`config.mk`:
```
export PLATFORM = sky130hd
export DESIGN_NAME = sound_command_byte_assembler_core
export DESIGN_NICKNAME = d
export VERILOG_FILES = /design/src/rtl/scba_pkg.sv /design/src/rtl/sound_command_byte_assembler_core.sv /design/src/rtl/scba_csr.sv /design/src/rtl/scba_rules.sv
export SDC_FILE = /design/constraint.sdc
export NUM_CORES = 1
export LEC_CHECK = 0
export BUFFER_PORTS_ARGS = -buffer_cell sky130_fd_sc_hd__buf_2
export CAP_MARGIN = 25
export CORE_AREA = 8 8 148 150
export CTS_CLUSTER_SIZE = 30
export DETAILED_ROUTE_END_ITERATION = 16
export DIE_AREA = 0 0 156 158
export GPL_TIMING_DRIVEN = 0
export PLACE_DENSITY_LB_ADDON = 0.05
export SYNTH_ARGS = -nofsm -noshare
export SYNTH_HDL_FRONTEND = slang
export SYNTH_SLANG_ARGS = --single-unit
```
`constraint.sdc`:
```
create_clock -name clock -period 2.9 [get_ports clock]
set_clock_uncertainty 0.05 [all_clocks]
set_input_delay 0.58 -clock clock [delete_from_list [all_inputs] [get_ports clock]]
set_output_delay 0.58 -clock clock [all_outputs]
set_load 0.005 [all_outputs]
```
`src/rtl/scba_pkg.sv`:
```
// shared types, constants and volume tables for the sound command byte assembler
package scba_pkg;

   // history length in bytes, newest byte included
   localparam int HISTORY_DEPTH = 4;
   // stored history entries: the newest byte is the incoming one
   localparam int HIST_REGS = HISTORY_DEPTH - 1;
   localparam int HIST_WIDTH = 9;
   // empty history mark, never equal to a real byte
   localparam logic [HIST_WIDTH-1:0] EMPTY_MARK = 9'h100;

   // configuration port
   localparam int CSR_INDEX_WIDTH = 1;
   localparam int CSR_DATA_WIDTH = 3;
   localparam logic [CSR_INDEX_WIDTH-1:0] CSR_GENERATION_MODE = 1'd0;
   localparam logic [CSR_INDEX_WIDTH-1:0] CSR_ROM_CONTROLS_VOLUME = 1'd1;

   // volume scale
   localparam logic [15:0] VOL_FULL = 16'h8000;
   localparam logic [63:0] VOL_RATIO = ((64'd981201 << 32) + 64'd500000) / 64'd1000000;

   // protocol bytes
   localparam logic [7:0] DCS_LEAD = 8'h55;
   localparam logic [7:0] DCS_VOLUME = 8'hAA;
   localparam logic [7:0] DMD_VOLUME = 8'h79;
   localparam logic [7:0] DMD_PREFIX = 8'h7A;
   localparam logic [7:0] WS_PREFIX = 8'hFE;
   localparam logic [7:0] WS_PAIR_MASK = 8'hFC;
   localparam logic [7:0] WS_VOL_TOP = 8'h2F;

   // stop-music codes
   localparam logic [15:0] DCS_STOP = 16'h03E3;
   localparam logic [15:0] DE_STOP_A = 16'h0018;
   localparam logic [15:0] DE_STOP_B = 16'h0023;
   localparam logic [15:0] WS_STOP_MASK = 16'hF0FF;
   localparam logic [15:0] WS_STOP_CODE = 16'hF000;

   typedef enum logic [2:0] {
      MODE_NONE      = 3'd0,
      MODE_DCS       = 3'd1,
      MODE_DMD       = 3'd2,
      MODE_S11       = 3'd3,
      MODE_DE        = 3'd4,
      MODE_DE_DMD32  = 3'd5,
      MODE_WS        = 3'd6,
      MODE_GTS80A    = 3'd7
   } mode_type;

   // configuration seen by the decoder
   typedef struct packed {
      mode_type mode;
      logic     rom_volume;
   } cfg_type;

   // one result transaction
   typedef struct packed {
      logic        command_valid;
      logic [15:0] command_word;
      logic        stop_music;
      logic        volume_valid;
      logic [15:0] volume_level;
      logic        byte_filtered;
   } result_type;

   typedef logic [15:0] vol_table_type [256];
   typedef logic [15:0] ws_table_type [32];

   // dcs volume: 4 * ratio^(255-v) in Q2.30, rounded to Q1.15, saturated
   function automatic vol_table_type dcs_table_calc();
      vol_table_type t;
      logic [63:0] acc;
      logic [63:0] lvl;
      for (int v = 0; v < 256; v++) begin
         if (v == 0) begin
            t[v] = 16'd0;
         end else begin
            acc = 64'd1 << 32;
            for (int k = 0; k < 255 - v; k++) begin
               acc = (acc * VOL_RATIO + (64'd1 << 31)) >> 32;
            end
            lvl = (acc + (64'd1 << 14)) >> 15;
            t[v] = (lvl > 64'd32768) ? VOL_FULL : lvl[15:0];
         end
      end
      return t;
   endfunction

   // dmd volume: linear over 0..127
   function automatic vol_table_type dmd_table_calc();
      vol_table_type t;
      logic [31:0] q;
      for (int v = 0; v < 256; v++) begin
         q = (32'(v) * 32'd32768 + 32'd63) / 32'd127;
         t[v] = (v >= 127) ? VOL_FULL : q[15:0];
      end
      return t;
   endfunction

   // ws volume: index is 0x2f minus the byte
   function automatic ws_table_type ws_table_calc();
      ws_table_type t;
      logic [31:0] q;
      for (int k = 0; k < 32; k++) begin
         q = (32'(k) * 32'd32768 + 32'd15) / 32'd31;
         t[k] = q[15:0];
      end
      return t;
   endfunction

   localparam vol_table_type DCS_VOL_TABLE = dcs_table_calc();
   localparam vol_table_type DMD_VOL_TABLE = dmd_table_calc();
   localparam ws_table_type WS_VOL_TABLE = ws_table_calc();

endpackage

```
`src/rtl/sound_command_byte_assembler_core.sv`:
```
// top level: input register, rule decode and result register
// The block takes one sound-latch byte per transaction and returns one result
// per byte: an assembled 16-bit command with its stop-music flag, a volume
// update and a filter indication, under the rules of the configured generation
// mode. It accepts a byte every clock cycle unless a stalled result holds the
// input register. A byte is accepted into the input register, then one decode
// pass loads its result into the result register, which holds it while
// rsp_stall is high. The rule decode updates the byte history and pairing
// state in that single pass, which sets the one-byte-per-cycle rate when no
// stall holds. The user must write configuration registers only while no byte
// is in flight; the block itself does not enforce this.
module sound_command_byte_assembler_core (
   input  logic                                  clock,
   input  logic                                  reset,
   input  logic                                  req_valid,
   output logic                                  req_stall,
   input  logic [7:0]                            req_sound_byte,
   output logic                                  rsp_valid,
   input  logic                                  rsp_stall,
   output logic                                  rsp_command_valid,
   output logic [15:0]                           rsp_command_word,
   output logic                                  rsp_stop_music,
   output logic                                  rsp_volume_valid,
   output logic [15:0]                           rsp_volume_level,
   output logic                                  rsp_byte_filtered,
   input  logic                                  csr_valid,
   output logic                                  csr_ready,
   input  logic [scba_pkg::CSR_INDEX_WIDTH-1:0]  csr_index,
   input  logic [scba_pkg::CSR_DATA_WIDTH-1:0]   csr_data
);

   scba_pkg::cfg_type    cfg;
   scba_pkg::result_type result;

   logic                 in_valid_ff;
   logic                 in_valid_in;
   logic [7:0]           in_byte_ff;
   logic                 out_valid_ff;
   logic                 out_valid_in;
   scba_pkg::result_type out_ff;
   logic                 out_open;
   logic                 advance;

   scba_csr u_csr (
      .clock     (clock),
      .reset     (reset),
      .csr_valid (csr_valid),
      .csr_ready (csr_ready),
      .csr_index (csr_index),
      .csr_data  (csr_data),
      .cfg       (cfg)
   );

   scba_rules u_rules (
      .clock      (clock),
      .reset      (reset),
      .cfg        (cfg),
      .step       (advance),
      .sound_byte (in_byte_ff),
      .result     (result)
   );

   // pipeline flow control
   assign out_open = ~out_valid_ff | ~rsp_stall;
   assign advance = in_valid_ff & out_open;
   assign req_stall = in_valid_ff & ~out_open;
   assign in_valid_in = req_stall ? in_valid_ff : req_valid;
   assign out_valid_in = out_open ? in_valid_ff : out_valid_ff;

   always_ff @(posedge clock) begin
      if (reset) begin
         in_valid_ff <= 1'b0;
         out_valid_ff <= 1'b0;
      end else begin
         in_valid_ff <= in_valid_in;
         out_valid_ff <= out_valid_in;
      end
   end

   // payload registers
   always_ff @(posedge clock) begin
      if (req_valid && !req_stall) begin
         in_byte_ff <= req_sound_byte;
      end
      if (advance) begin
         out_ff <= result;
      end
   end

   // result transaction
   assign rsp_valid = out_valid_ff;
   assign rsp_command_valid = out_ff.command_valid;
   assign rsp_command_word = out_ff.command_word;
   assign rsp_stop_music = out_ff.stop_music;
   assign rsp_volume_valid = out_ff.volume_valid;
   assign rsp_volume_level = out_ff.volume_level;
   assign rsp_byte_filtered = out_ff.byte_filtered;

endmodule

```
`src/rtl/scba_csr.sv`:
```
// configuration registers: generation mode and rom volume enable
module scba_csr (
   input  logic                                  clock,
   input  logic                                  reset,
   input  logic                                  csr_valid,
   output logic                                  csr_ready,
   input  logic [scba_pkg::CSR_INDEX_WIDTH-1:0]  csr_index,
   input  logic [scba_pkg::CSR_DATA_WIDTH-1:0]   csr_data,
   output scba_pkg::cfg_type                     cfg
);

   scba_pkg::mode_type mode_ff;
   scba_pkg::mode_type mode_in;
   logic               rom_volume_ff;
   logic               rom_volume_in;

   assign csr_ready = 1'b1;

   // register write decode
   always_comb begin
      mode_in = mode_ff;
      rom_volume_in = rom_volume_ff;
      if (csr_valid) begin
         unique case (csr_index)
            scba_pkg::CSR_GENERATION_MODE: mode_in = scba_pkg::mode_type'(csr_data);
            scba_pkg::CSR_ROM_CONTROLS_VOLUME: rom_volume_in = csr_data[0];
            default: ;
         endcase
      end
   end

   always_ff @(posedge clock) begin
      if (reset) begin
         mode_ff <= scba_pkg::MODE_NONE;
         rom_volume_ff <= 1'b0;
      end else begin
         mode_ff <= mode_in;
         rom_volume_ff <= rom_volume_in;
      end
   end

   assign cfg.mode = mode_ff;
   assign cfg.rom_volume = rom_volume_ff;

endmodule

```
`src/rtl/scba_rules.sv`:
```
// byte history, pairing state and per-mode rule decode for one byte
module scba_rules (
   input  logic                   clock,
   input  logic                   reset,
   input  scba_pkg::cfg_type      cfg,
   input  logic                   step,
   input  logic [7:0]             sound_byte,
   output scba_pkg::result_type   result
);

   logic [scba_pkg::HIST_WIDTH-1:0] hist_ff [scba_pkg::HIST_REGS];
   logic [scba_pkg::HIST_WIDTH-1:0] hist_in [scba_pkg::HIST_REGS];
   logic                            phase_ff;
   logic                            phase_in;
   logic [7:0]                      pending_ff;
   logic [7:0]                      pending_in;
   logic                            filter_ff;
   logic                            filter_in;

   logic [scba_pkg::HIST_WIDTH-1:0] cur;
   logic [scba_pkg::HIST_WIDTH-1:0] h1;
   logic [scba_pkg::HIST_WIDTH-1:0] h2;
   logic [scba_pkg::HIST_WIDTH-1:0] h3;
   logic                            cmp;
   logic                            clear_hist;
   logic                            vol_ok;
   logic [15:0]                     vol;
   logic [7:0]                      ws_idx;
   logic [15:0]                     word;
   logic                            stop;

   assign cur = {1'b0, sound_byte};
   assign h1 = hist_ff[0];
   assign h2 = hist_ff[1];
   assign h3 = hist_ff[2];
   // complement guard: previous byte is the inverse of this one
   assign cmp = (h1 == {1'b0, ~sound_byte});
   assign ws_idx = scba_pkg::WS_VOL_TOP - sound_byte;

   // mode rules on phase, pending byte, filter flag and history
   always_comb begin
      phase_in = ~phase_ff;
      pending_in = pending_ff;
      filter_in = filter_ff;
      clear_hist = 1'b0;
      vol_ok = 1'b0;
      vol = 16'd0;
      unique case (cfg.mode)
         scba_pkg::MODE_DCS: begin
            filter_in = 1'b0;
            if (h3 == {1'b0, scba_pkg::DCS_LEAD}) begin
               if ((h2 >= 9'h0AB && h2 <= 9'h0B0 && cmp) ||
                   (h2 == 9'h0C2 || h2 == 9'h0C3) ||
                   (h2 >= 9'h0BA && h2 <= 9'h0C1 && cmp) ||
                   (h2 == {1'b0, scba_pkg::DCS_VOLUME})) begin
                  clear_hist = 1'b1;
                  phase_in = 1'b0;
                  filter_in = 1'b1;
               end
               if (h2 == {1'b0, scba_pkg::DCS_VOLUME} && cmp && cfg.rom_volume) begin
                  vol_ok = 1'b1;
                  vol = scba_pkg::DCS_VOL_TABLE[h1[7:0]];
               end
            end
         end
         scba_pkg::MODE_DMD: begin
            filter_in = 1'b0;
            if (h2 == {1'b0, scba_pkg::DMD_VOLUME} && cmp) begin
               if (cfg.rom_volume) begin
                  vol_ok = 1'b1;
                  vol = scba_pkg::DMD_VOL_TABLE[h1[7:0]];
               end
               clear_hist = 1'b1;
               phase_in = 1'b0;
               filter_in = 1'b1;
            end else if (h1 == {1'b0, scba_pkg::DMD_PREFIX}) begin
               pending_in = scba_pkg::DMD_PREFIX;
               phase_in = 1'b0;
            end else if (sound_byte != scba_pkg::DMD_PREFIX) begin
               pending_in = 8'h00;
               phase_in = 1'b0;
            end else begin
               phase_in = 1'b1;
            end
         end
         scba_pkg::MODE_S11: begin
            if (cur != h1) begin
               pending_in = 8'h00;
               phase_in = 1'b0;
            end else begin
               phase_in = 1'b1;
            end
         end
         scba_pkg::MODE_DE, scba_pkg::MODE_DE_DMD32: begin
            if ((sound_byte != 8'hFF && sound_byte != 8'h00) ||
                (h1 == 9'h000 && sound_byte == 8'h00)) begin
               pending_in = 8'h00;
               phase_in = 1'b0;
            end else begin
               phase_in = 1'b1;
            end
         end
         scba_pkg::MODE_WS: begin
            filter_in = 1'b0;
            if (h1 == {1'b0, scba_pkg::WS_PREFIX}) begin
               if (sound_byte >= 8'h10 && sound_byte <= 8'h2F) begin
                  if (cfg.rom_volume) begin
                     vol_ok = 1'b1;
                     vol = scba_pkg::WS_VOL_TABLE[ws_idx[4:0]];
                  end
                  clear_hist = 1'b1;
                  phase_in = 1'b0;
                  filter_in = 1'b1;
               end else if (sound_byte >= 8'h01 && sound_byte <= 8'h0F) begin
                  pending_in = 8'h00;
                  phase_in = 1'b0;
                  filter_in = 1'b1;
               end
            end
            if ((sound_byte & scba_pkg::WS_PAIR_MASK) == scba_pkg::WS_PAIR_MASK) begin
               phase_in = 1'b1;
            end
         end
         scba_pkg::MODE_GTS80A: begin
            pending_in = 8'h00;
            phase_in = 1'b0;
            filter_in = (sound_byte == 8'h00);
         end
         default: ;
      endcase
      // swallowed or first half: byte becomes the pending high byte
      word = {pending_in, sound_byte};
      if (filter_in || phase_in) begin
         pending_in = sound_byte;
      end
   end

   // stop-music codes per mode
   always_comb begin
      unique case (cfg.mode)
         scba_pkg::MODE_DCS: stop = (word == scba_pkg::DCS_STOP);
         scba_pkg::MODE_DE_DMD32: stop = (word == scba_pkg::DE_STOP_A) ||
                                         (word == scba_pkg::DE_STOP_B);
         scba_pkg::MODE_WS: stop = (word == 16'h0000) ||
                                   ((word & scba_pkg::WS_STOP_MASK) == scba_pkg::WS_STOP_CODE);
         default: stop = 1'b0;
      endcase
   end

   // history shift or clear
   always_comb begin
      for (int i = 0; i < scba_pkg::HIST_REGS; i++) begin
         if (clear_hist) begin
            hist_in[i] = scba_pkg::EMPTY_MARK;
         end else if (i == 0) begin
            hist_in[i] = cur;
         end else begin
            hist_in[i] = hist_ff[i-1];
         end
      end
   end

   // result of this byte
   always_comb begin
      result.command_valid = ~(filter_in | phase_in);
      result.command_word = (filter_in | phase_in) ? 16'd0 : word;
      result.stop_music = ~(filter_in | phase_in) & stop;
      result.volume_valid = vol_ok;
      result.volume_level = vol_ok ? vol : 16'd0;
      result.byte_filtered = filter_in;
   end

   always_ff @(posedge clock) begin
      if (reset) begin
         for (int i = 0; i < scba_pkg::HIST_REGS; i++) begin
            hist_ff[i] <= scba_pkg::EMPTY_MARK;
         end
         phase_ff <= 1'b0;
         pending_ff <= 8'hFF;
         filter_ff <= 1'b0;
      end else if (step) begin
         hist_ff <= hist_in;
         phase_ff <= phase_in;
         pending_ff <= pending_in;
         filter_ff <= filter_in;
      end
   end

endmodule
```
==> flow_metrics.tcl <==
set metrics [dict create \
    violations "setup timing" \
    grt_pass1_vias 9061 \
    rsz0062_at_grt "yes" \
    slew-limit-headroom 0.3326 \
    ctsHoldBuffers 0 \
    async_flop_share 0 \
    hp-class "input pin to flip-flop" \
    grt_use_met2 0.4758 \
    regToRegStartpoint "u_rules.h1[1]" \
    avgSynthCellArea_um2 7.337 \
    antenna_found_initial 1 \
    hold_ws_ns 0.3447 \
    clk_latency_ns 0.35 \
    cts_tree "built" \
    dieHeight_um 158 \
    max_slew.worst_pin.slew_ns 1.001 \
    synth-main-ff-cell "edfxtp_1" \
    period_minus_slack_ns 2.977 \
    cts_made_buffers 9 \
    critical_path_class "flip-flop to flip-flop" \
    hold_depth 1 \
    slew_viol_final 0 \
    drtIter0Drc 1747 \
    wl_per_cell_um 30.27 \
    globalRouteTotalUtil 0.3424 \
    maxCapViolCount 0 \
    yosys.cell_count.top_type "nand2_1" \
    power-per-cell-area_mw_per_mm2 400.6 \
    worstHoldStart "req_sound_byte[5]" \
    routed_via_density 6.940 \
    ff2ff_setup_slack_ns -0.08 \
    setup_viol 9 \
    met1_usage 0.4623 \
    synth_edf_count 44 \
    timing.fmax_mhz 335.9 \
    cts_buffer_depth 2 \
    critPathCaptureType "flip-flop" \
    dp.final_hpwl_mm 30.75 \
    synthesis.nets 1094 \
    cp_max_fo 10 \
    clk_pin_slew_ns 0.08 \
    num_rows 52 \
    peakVddDrop_mv 0.2845 \
    grt_max_degree 40 \
    place_inst 1377 \
    clock_sinks 87 \
    synth_common_cells "nand2_1, a21oi_1, nor2_1" \
    met3_usage 0.1122 \
    fin_setup_tns_ns -0.1644 \
    initial_core_util 0.3915 \
    yosysTopAreaCell "edfxtp_1" \
    crit_required_ns 2.94 \
    status "finished, violations left" \
    antennaDiodeCount 0 \
    route.vias.total 9869 \
    grt_pass1_wl_mm 61.64 \
    io_buffers 53 \
    firstDrtPassIters 6 \
    nets 1189 \
    netlist_top_cells_area "edfxtp_1, dfxtp_1, a21oi_1" \
    synth_seq_area_share 0.2827 \
    final_util 0.4902 \
    fin_ws_ns -0.07737 \
    critPathLaunchType "flip-flop" \
    synthesis.area_mm2 0.007719 \
    p_leak_nw 3.584 \
    r2r_end "rsp_volume_level[2]" \
    synth_cell_types 87 \
    area_growth_pct 25.19 \
    r2r_cells 13 \
    finalCritPeriodShare 1.027 \
    cts_max_level 3 \
    place.gp.congestion 1.070 \
    crit_arrival_ns 3.02 \
    antenna_left 0 \
    core_mm2 0.01971 \
    grt_busiest_layer "met2" \
    drc 0 \
    whs_endpoint "in_byte_ff[5]" \
    startpoint "u_rules.h1[1]" \
    final_cells 1422 \
    syn_inst 1052 \
    pin_count 56 \
    die_x_um 156 \
    dieArea_mm2 0.02465 \
    ys_warn_count 0 \
    wirelength_mm 43.04 \
    hold_violations 0 \
    grt-ovfl-total 0 \
    synth_top_area_frac 0.1712 \
    ys_ff_latch 87 \
    clock-root-buffer "clkbuf_16" \
    drive_gt1_frac 0.2491 \
]
[cell type report]
cell class / count / area, um^2
tap: 270 / 337.8
multi-input combinational: 838 / 5515
fill: 1994 / 10050
timing repair buffer: 93 / 590.6
inverter: 17 / 81.33
buffer: 101 / 639.4
clock inverter: 7 / 78.83
sequential: 87 / 2195
clock buffer: 9 / 225.2
[registers in the layout (all words and copies together) (netlist names)]
register	flops
in_byte_ff	8
in_valid_ff	1
rsp_byte_filtered	1
rsp_command_valid	1
rsp_command_word	16
rsp_stop_music	1
rsp_valid	1
rsp_volume_level	16
rsp_volume_valid	1
u_csr.mode_ff	3
u_csr.rom_volume_ff	1
u_rules.filter_ff	1
u_rules.h1	9
u_rules.h2	9
u_rules.h3	9
u_rules.pending_ff	8
u_rules.phase_ff	1
[cell families after synthesis]
| family | count (synthesis) | synth area share |
|---|---|---|
| adders and majority gates | 25 | 0.04053 |
| muxes | 15 | 0.01994 |
| xor gates and xnor gates | 21 | 0.02383 |
| and+or+nand+nor | 421 | 0.2701 |
| DFF | 87 | 0.2827 |
| other | 1 | 0.0004858 |
| AOI/OAI and AO/OA | 355 | 0.2963 |
| buffers and inverters | 127 | 0.06614 |
[cells in the final DEF, fill, tap and decap left out, types with 7 or more instances in the layout]
cell type / instances
xor2_1: 10
nand2_2: 7
nor2_1: 89
o21ai_0: 63
clkbuf_4: 13
o22ai_1: 17
nor3_1: 28
buf_4: 51
o221ai_1: 12
inv_1: 9
nand2b_1: 16
nor2b_1: 17
and3_1: 14
clkbuf_1: 21
o21ai_1: 8
nand3_1: 44
mux2i_1: 12
xnor2_1: 8
clkbuf_2: 20
nand4_1: 11
o211ai_1: 16
a21oi_1: 109
nand2_1: 112
a31oi_1: 11
a221oi_1: 10
edfxtp_1: 44
and2_1: 13
a221o_1: 8
clkbuf_16: 9
buf_2: 73
ha_4: 7
ha_1: 14
dfxtp_1: 39
a211oi_1: 12
[power breakdown]
part | leakage, nW | internal, mW | switching [mW]
registers | 0.773 | 1.36 | 0.0373
logic | 2.66 | 0.431 | 0.839
clock network | 0.146 | 0.679 | 0.530
total | 3.58 | 2.47 | 1.41
[stage by stage]
| step | power (mW) | area, um^2 | worst slack [ns] |
|---|---|---|---|
| 2_1_floorplan | 2.044 | 7727 | 0.005234 |
| 3_3_place_gp | 2.470 | 8330 | -1.740 |
| 3_5_place_dp | 2.448 | 8359 | -1.578 |
| 4_1_cts | 3.754 | 9295 | -0.04886 |
| 5_1_grt | 3.982 | 9663 | -0.07817 |
| 6_report | 3.871 | 9663 | -0.07737 |
[worst max path at each step]
stage / to / slack (ns) / cells past startpoint
after floorplan: u_rules.pending_ff[4] / 0.005 / 12
final: rsp_volume_level[2] / -0.08 / 13
after global routing: rsp_volume_level[2] / -0.08 / 12
after CTS: rsp_volume_level[7] / -0.05 / 12
after global placement: rsp_volume_level[7] / -1.74 / 12
after detailed placement: rsp_volume_level[7] / -1.58 / 12
[per-layer routing]
metal | vias to the layer above | wire length (um) | part of all wire
li1 | 4087 | - | -
met4 | 2 | 2686 | 0.062
met2 | 892 | 17070 | 0.40
met1 | 4684 | 17040 | 0.40
met3 | 204 | 6231 | 0.14
met5 | - | 15 | 0.00035
[critical path: stages, from the launching register on]
cell and delay (ns):
dfxtp_4 0.37, buf_8 0.15, clkinvlp_4 0.11, buf_4 0.13
buf_4 0.12, ha_4 0.22, nor2_1 0.06, a21oi_1 0.13
o22ai_1 0.10, a211oi_1 0.34, a21oi_1 0.11, mux2i_1 0.32
o22ai_2 0.19, a22o_1 0.28
[repair_timing]
| action | CTS | global route |
|---|---|---|
| endpoints found under the setup margin | 71 | 62 |
| setup buffers | 28 | 10 |
| pin swaps | 13 | 22 |
| gates resized for setup | 147 | 103 |
No activity file was read; power rests on OpenSTA's default activity.
